==> config.mk <==
export PLATFORM = sky130hd
export DESIGN_NAME = ddlr_sequencer
export DESIGN_NICKNAME = d
export VERILOG_FILES = /design/src/rtl/ddlr_pkg.sv /design/src/rtl/ddlr_sequencer.sv
export SDC_FILE = /design/constraint.sdc
export NUM_CORES = 1
export LEC_CHECK = 0
export BUFFER_PORTS_ARGS = -buffer_cell sky130_fd_sc_hd__buf_2
export CORE_UTILIZATION = 45
export CTS_BUF_LIST = sky130_fd_sc_hd__clkbuf_8
export DETAILED_ROUTE_END_ITERATION = 6
export GPL_TIMING_DRIVEN = 0
export PLACE_DENSITY_LB_ADDON = 0.1
export SETUP_SLACK_MARGIN = 0.05
export SYNTH_ARGS = -nofsm -noshare
export SYNTH_HDL_FRONTEND = slang
export SYNTH_SLANG_ARGS = --single-unit
==> constraint.sdc <==
create_clock -name clock -period 2.7 [get_ports clock]
set_input_delay 0.54 -clock clock [delete_from_list [all_inputs] [get_ports clock]]
set_output_delay 0.54 -clock clock [all_outputs]
set_load 0.02 [all_outputs]
==> src/rtl/ddlr_pkg.sv <==
// ----------------------------------------------------------------------------
// ddlr_pkg
// Shared types, codes and the control program of the dirty-line refresh engine.
// ----------------------------------------------------------------------------
package ddlr_pkg;

   // Configuration register indexes.
   localparam logic CSR_BUFFER_LINES  = 1'b0;
   localparam logic CSR_COLUMN_OFFSET = 1'b1;

   // Display command bytes.
   localparam logic [7:0] CMD_LOW_COL  = 8'h00;
   localparam logic [7:0] CMD_HIGH_COL = 8'h10;
   localparam logic [7:0] CMD_PAGE     = 8'hB0;

   // Result kinds.
   localparam logic [1:0] KIND_STATUS = 2'd0;
   localparam logic [1:0] KIND_CMD    = 2'd1;
   localparam logic [1:0] KIND_DATA   = 2'd2;

   // Refresh sequencer states, as seen by the step items.
   localparam logic [2:0] SEQ_IDLE   = 3'd0;
   localparam logic [2:0] SEQ_FREE   = 3'd1;
   localparam logic [2:0] SEQ_HALF_B = 3'd2;
   localparam logic [2:0] SEQ_HALF_A = 3'd3;
   localparam logic [2:0] SEQ_PAGE   = 3'd4;
   localparam logic [2:0] SEQ_HIGH   = 3'd5;
   localparam logic [2:0] SEQ_LOW    = 3'd6;

   // Result selection of a control word.
   localparam logic [2:0] EM_NONE   = 3'd0;
   localparam logic [2:0] EM_STATUS = 3'd1;
   localparam logic [2:0] EM_FREE   = 3'd2;
   localparam logic [2:0] EM_LOW    = 3'd3;
   localparam logic [2:0] EM_HIGH   = 3'd4;
   localparam logic [2:0] EM_PAGE   = 3'd5;
   localparam logic [2:0] EM_DATA   = 3'd6;

   // Datapath operations.
   localparam logic [2:0] OP_NONE       = 3'd0;
   localparam logic [2:0] OP_CLEAR      = 3'd1;
   localparam logic [2:0] OP_FILL_SETUP = 3'd2;
   localparam logic [2:0] OP_FILL_WRITE = 3'd3;
   localparam logic [2:0] OP_LOAD_A     = 3'd4;
   localparam logic [2:0] OP_LOAD_B     = 3'd5;
   localparam logic [2:0] OP_SEND       = 3'd6;
   localparam logic [2:0] OP_SCAN       = 3'd7;

   // Branch kinds.
   localparam logic [1:0] BR_GOTO     = 2'd0;  // to target when the step fires
   localparam logic [1:0] BR_LOOP     = 2'd1;  // repeat until done, then target
   localparam logic [1:0] BR_COND     = 2'd2;  // done: target, else next step
   localparam logic [1:0] BR_DISPATCH = 2'd3;  // take an item and decode it

   // Program steps.
   localparam logic [3:0] U_CLEAR      = 4'd0;
   localparam logic [3:0] U_WAIT       = 4'd1;
   localparam logic [3:0] U_FILL_SETUP = 4'd2;
   localparam logic [3:0] U_FILL_WRITE = 4'd3;
   localparam logic [3:0] U_CMD_LOW    = 4'd4;
   localparam logic [3:0] U_CMD_HIGH   = 4'd5;
   localparam logic [3:0] U_CMD_PAGE   = 4'd6;
   localparam logic [3:0] U_HALF_A     = 4'd7;
   localparam logic [3:0] U_HALF_B     = 4'd8;
   localparam logic [3:0] U_SEND       = 4'd9;
   localparam logic [3:0] U_FREE       = 4'd10;
   localparam logic [3:0] U_SCAN       = 4'd11;

   typedef struct packed {
      logic       take;
      logic [2:0] emit;
      logic [2:0] op;
      logic       seq_ld;
      logic [2:0] seq_val;
      logic [1:0] br;
      logic [3:0] target;
   } uword_type;

   typedef struct packed {
      uword_type word;
      logic      fire;
   } ctrl_type;

   typedef struct packed {
      logic       done;
      logic       out_free;
      logic [2:0] seq_state;
   } stat_type;

   typedef struct packed {
      logic [3:0] buffer_lines;
      logic [3:0] column_offset;
   } cfg_type;

   // Control program.
   function automatic uword_type ucode(input logic [3:0] upc);
      uword_type w;
      w = '0;
      w.br = BR_GOTO;
      w.target = U_WAIT;
      case (upc)
         U_CLEAR: begin
            w.op = OP_CLEAR;
            w.br = BR_LOOP;
         end
         U_WAIT: begin
            w.take = 1'b1;
            w.br = BR_DISPATCH;
         end
         U_FILL_SETUP: begin
            w.op = OP_FILL_SETUP;
            w.br = BR_COND;
         end
         U_FILL_WRITE: begin
            w.op = OP_FILL_WRITE;
            w.br = BR_LOOP;
         end
         U_CMD_LOW: begin
            w.emit = EM_LOW;
            w.seq_ld = 1'b1;
            w.seq_val = SEQ_HIGH;
         end
         U_CMD_HIGH: begin
            w.emit = EM_HIGH;
            w.seq_ld = 1'b1;
            w.seq_val = SEQ_PAGE;
         end
         U_CMD_PAGE: begin
            w.emit = EM_PAGE;
            w.seq_ld = 1'b1;
            w.seq_val = SEQ_HALF_A;
         end
         U_HALF_A: begin
            w.op = OP_LOAD_A;
            w.seq_ld = 1'b1;
            w.seq_val = SEQ_HALF_B;
            w.target = U_SEND;
         end
         U_HALF_B: begin
            w.op = OP_LOAD_B;
            w.seq_ld = 1'b1;
            w.seq_val = SEQ_FREE;
            w.target = U_SEND;
         end
         U_SEND: begin
            w.emit = EM_DATA;
            w.op = OP_SEND;
            w.br = BR_LOOP;
         end
         U_FREE: begin
            w.emit = EM_FREE;
            w.seq_ld = 1'b1;
            w.seq_val = SEQ_IDLE;
         end
         U_SCAN: begin
            w.emit = EM_STATUS;
            w.op = OP_SCAN;
         end
         default: begin
            w.br = BR_GOTO;
         end
      endcase
      return w;
   endfunction

   // Entry step of a refresh step item, by sequencer state.
   function automatic logic [3:0] dispatch(input logic [2:0] seq);
      logic [3:0] u;
      case (seq)
         SEQ_LOW:    u = U_CMD_LOW;
         SEQ_HIGH:   u = U_CMD_HIGH;
         SEQ_PAGE:   u = U_CMD_PAGE;
         SEQ_HALF_A: u = U_HALF_A;
         SEQ_HALF_B: u = U_HALF_B;
         SEQ_FREE:   u = U_FREE;
         default:    u = U_SCAN;
      endcase
      return u;
   endfunction

endpackage

==> src/rtl/ddlr_sequencer.sv <==
// ----------------------------------------------------------------------------
// ddlr_sequencer
// Step counter and program table; decides when a step completes and where next.
// ----------------------------------------------------------------------------
module ddlr_sequencer (
   input  logic               clock,
   input  logic               reset,
   input  logic               req_valid,
   input  logic               req_action,
   output logic               req_stall,
   input  ddlr_pkg::stat_type stat,
   output ddlr_pkg::ctrl_type ctrl
);

   logic [3:0]           upc_ff;
   logic [3:0]           upc_in;
   ddlr_pkg::uword_type  word;
   logic                 accept;
   logic                 fire;

   assign word      = ddlr_pkg::ucode(upc_ff);
   assign req_stall = !word.take;
   assign accept    = word.take && req_valid;

   always_comb begin
      if (word.br == ddlr_pkg::BR_DISPATCH) begin
         fire = accept;
      end else if (word.emit != ddlr_pkg::EM_NONE) begin
         fire = stat.out_free;
      end else begin
         fire = 1'b1;
      end
   end

   always_comb begin
      upc_in = upc_ff;
      case (word.br)
         ddlr_pkg::BR_GOTO: begin
            if (fire) upc_in = word.target;
         end
         ddlr_pkg::BR_LOOP: begin
            if (fire && stat.done) upc_in = word.target;
         end
         ddlr_pkg::BR_COND: begin
            if (fire) upc_in = stat.done ? word.target : upc_ff + 4'd1;
         end
         ddlr_pkg::BR_DISPATCH: begin
            if (accept) begin
               upc_in = req_action ? ddlr_pkg::U_FILL_SETUP
                                   : ddlr_pkg::dispatch(stat.seq_state);
            end
         end
         default: upc_in = ddlr_pkg::U_WAIT;
      endcase
   end

   always_ff @(posedge clock) begin
      if (reset) begin
         upc_ff <= ddlr_pkg::U_CLEAR;
      end else begin
         upc_ff <= upc_in;
      end
   end

   assign ctrl.word = word;
   assign ctrl.fire = fire;

endmodule

==> reports/summary.md <==
- Post-Synthesis Cell Area: 618 um^2
- worst path required time: 2.16 ns
- net switching fraction of the power: 51.4%
- Syn Area/Cell: 7.02 um^2
- Tot GR Track Use: 21.3%
- fraction of layout instances using a drive strength above 1: 34.5%
- via count: 697
- routed metal-1 wirelength: 681 um
- RSZ-0062 raised after global routing: no
- critical path start-end classification: flip-flop to output pin
- worst IR drop on VDD: 0.000569 V
- final-stage net count: 131
- Met2 Wirelength: 643 um
- worst-path cell chain: inv_1 -> ha_1 -> buf_4 -> nor3_1 -> a2111oi_2 -> nor2_1 -> buf_4 -> buf_2
- Post-CTS Repair Setup Buffers: 0
- met3 wire length: 103 um
- Setup crit end kind: output pin
- total area of multi-input combinational cells: 462 um^2
- final-report hold violation count: 0
- cell depth of the worst flop-to-flop path: 8
- Hold Path Cell Cnt: 2
- number of buffers inserted during clock tree synthesis: 3
- Die Height: 39.1 um
- summed negative setup slack over all endpoints: 0 ns
- final antenna diode count: 0
- slowest cell on the critical path: nor3_1
- largest net degree at the start of global routing: 11
- total power divided by cell area: 1170 nW/um^2
- total cell area at the placement stage: 759 um^2
- number of different library cells in the post-synthesis netlist: 39
- deepest level of the CTS H-tree: 1
- final weighted congestion of routability-driven global placement: 0.742
- share of total power in the clock network: 13.1%
- net switching power: 0.000486 W
- fraction of power consumed by sequential logic: 10.7%
- Seq. cell area: 80.1 um^2
- Register-to-Register Setup Slack: 0.52 ns
- clock input transition at the sequential cells of the worst setup and hold paths: 0.03 ns
- half-perimeter wire length of the detailed placement result: 1150 um
- clock sink count: 4
- crit path buf inv count: 4
- synthesized-area fraction occupied by ao, oa, aoi and oai cells: 26.5%
- minimum clock period: 2.49 ns
- largest register by flop count: upc_ff
- number of buffers added to fix hold violations after cts: 0
- Pre-antenna DRT Iters: 4
- adder-cell area share of the yosys netlist: 8.10%
- main combinational cell family by area after synthesis: simple AND/OR/NAND/NOR gates
- Max Freq: 0.401 GHz
- clock tree from TritonCTS: yes
- Placement Rows: 12
- wire length reported by the detailed router: 1440 um
- number of DRC markers in iteration 0: 19
- Die Outline Area: 1530 um^2
- number of antenna-violating nets in the routed design: 0
- number of design rule violations left after detail routing: 0
- gate family responsible for the most delay along the worst path: simple AND/OR/NAND/NOR gates
- worst reg2reg startpoint: upc_ff[1]
- fraction of the yosys area taken by sequential cells: 13.0%
- max-slew violation count: 0
- endpoint with the worst hold slack: upc_ff[0]
- Worst Setup Start Kind: flip-flop
- final design area excluding fillers: 807 um^2
- Leak Pwr: 0.392 nW
- detail-routed via count per cell: 5.36
- highest routing layer actually used: met4
- Hold Crit Start: upc_ff[0]
- portion of the clock cycle consumed by the worst path in the final layout: 92.2%
- PortBufs: 24
- number of enable flip-flop cells after synthesis: 0
- count of endpoints failing setup in the final report: 0
- count of mapped cells out of synthesis: 88
- I/O pin count: 28
- Worst-Skew Late Latency: 0.22 ns
- clock tree buffer depth: 2
- proportion of power drawn by combinational gates: 76.3%
- die extent in x: 39.1 um
- overall power: 0.000946 W
- wire length per cell: 11.1 um
- fill count: 115
- core outline area: 1190 um^2
- antenna violations before repair: 0
- proportion of synthesized area in mux cells: 3.24%
- CP Max Fanout: 8
- Primary FF master, synth: dfxtp_1
- count of warnings emitted by yosys: 0
- worst-case clock skew: 0.000232 ns
- outcome: completed
- capturing point of the worst reg2reg path: upc_ff[2]
- largest registers: upc_ff x4
- initial core utilization: 52.1%
- number of synthesized register bits: 4
- Internal Dissipation: 0.000460 W
- area fraction in and, or, nand and nor cells after synthesis: 31.2%
- max-capacitance violation count: 0
- Area Growth Syn to Fin: 30.6%
- Synth Area in XOR/XNOR: 2.83%
- Worst Hold Class: flip-flop to flip-flop
- overflow left after global routing: 0
- CP arrival: 1.95 ns
- cell mode on critical path: buf_4
- CP peak stage delay: 0.41 ns
- number of global-route vias before repair: 552
- clock root buffer master: clkbuf_8
- global-route wire length before repair: 2230 um
- post-synthesis async set-or-reset flop share: 0%
- Largest register FFs: 4
## worst max path at each step
| stage | from | end | slack, ns | cells past startpoint |
|---|---|---|---|---|
| 2_1_floorplan | upc_ff[0] | ctrl[0] | 0.55 | 6 |
| 3_3_place_gp | upc_ff[0] | ctrl[0] | 0.31 | 7 |
| 3_5_place_dp | upc_ff[0] | ctrl[0] | 0.22 | 7 |
| 4_1_cts | upc_ff[0] | ctrl[0] | 0.10 | 7 |
| 5_1_grt | upc_ff[0] | ctrl[0] | 0.1 | 8 |
| 6_report | upc_ff[0] | ctrl[0] | 0.21 | 8 |
## layer usage
metal | global-route usage (%) | vias up
met5 | 0 | -
met4 | 5.17 | 0
met3 | 6.94 | 3
met2 | 38.3 | 27
met1 | 23.7 | 299
li1 | - | 368
## final cells by class
| class | instances | share of cell area [%] |
|---|---|---|
| buffer | 8 | 7.44 |
| clock buffer | 3 | 5.12 |
| inverter | 7 | 3.26 |
| multi-input combinational | 70 | 57.2 |
| sequential | 4 | 9.92 |
| tap | 14 | 2.17 |
| timing repair buffer | 24 | 14.9 |
## timing repair
item,in CTS,in global routing
resized for setup,1,1
setup endpoints to repair,1,1
gates cloned,0,0
## logic make-up (layout without fill, tap and decap cells)
kind of cell               Yosys count  after routing
xor gates and xnor gates             2              2
and+or+nand+nor                     36             36
buffers and inverters               15             42
DFF                                  4              4
AOI/OAI and AO/OA                   23             23
adders and majority gates            4              4
other                                2              3
muxes                                2              2
## worst reg2reg max path: stages, from the launching register on
cell,delay [ns]
dfxtp_1,0.37
inv_1,0.08
ha_1,0.20
buf_4,0.18
nor2_1,0.39
nand2_1,0.10
a221o_1,0.36
and2_4,0.17
a41o_1,0.22
## through the flow
step | utilization, % | instances | setup slack [ns] | hold WS (ns)
global route | 68.0 | 130 | 0.0985 | 0.558
floorplan | - | 89 | 0.550 | 0.494
detailed placement | 64.0 | 127 | 0.217 | 0.537
finish | 68.0 | 130 | 0.209 | 0.539
global placement | 64.0 | 127 | 0.307 | 0.515
CTS | 67.6 | 130 | 0.103 | 0.541
## power groups by stage
stage	Combinational, W	Sequential [W]	Clock (W)
floorplan	0.000546	0.0000957	0
global placement	0.000694	0.000100	0
detailed placement	0.000705	0.000102	0
CTS	0.000711	0.000101	0.000125
global route	0.000799	0.000104	0.000131
finish	0.000722	0.000101	0.000124
## synthesized netlist by cell type, drive strengths merged (3+ instances only)
library cell  number  area share (%)
ha                 4             8.1
nand2b             3             3.0
nand2              4             2.4
nor2              13             7.9
o22ai              5             5.1
nor3               4             4.0
a21oi              3             3.0
buf                7             9.1
inv                7             4.3
dfxtp              4              13
o21ai              4             3.2
## cells in the final DEF, fill, tap and decap left out, types with 2 or more instances in the layout
cell / Yosys / routed
mux2i_1: 2 / 2
o21ai_0: 4 / 4
a21oi_1: 2 / 2
dfxtp_1: 4 / 4
nor3_1: 3 / 3
ha_1: 4 / 4
buf_4: 6 / 6
inv_1: 7 / 7
nand2_1: 4 / 4
clkbuf_8: 0 / 3
nor4_1: 2 / 2
o22ai_1: 5 / 5
conb_1: 2 / 3
a31oi_1: 2 / 2
buf_2: 0 / 24
nand4_1: 2 / 2
nand2b_1: 3 / 3
nor2_1: 13 / 13
Note: power is estimated with default switching activity, not from simulation.
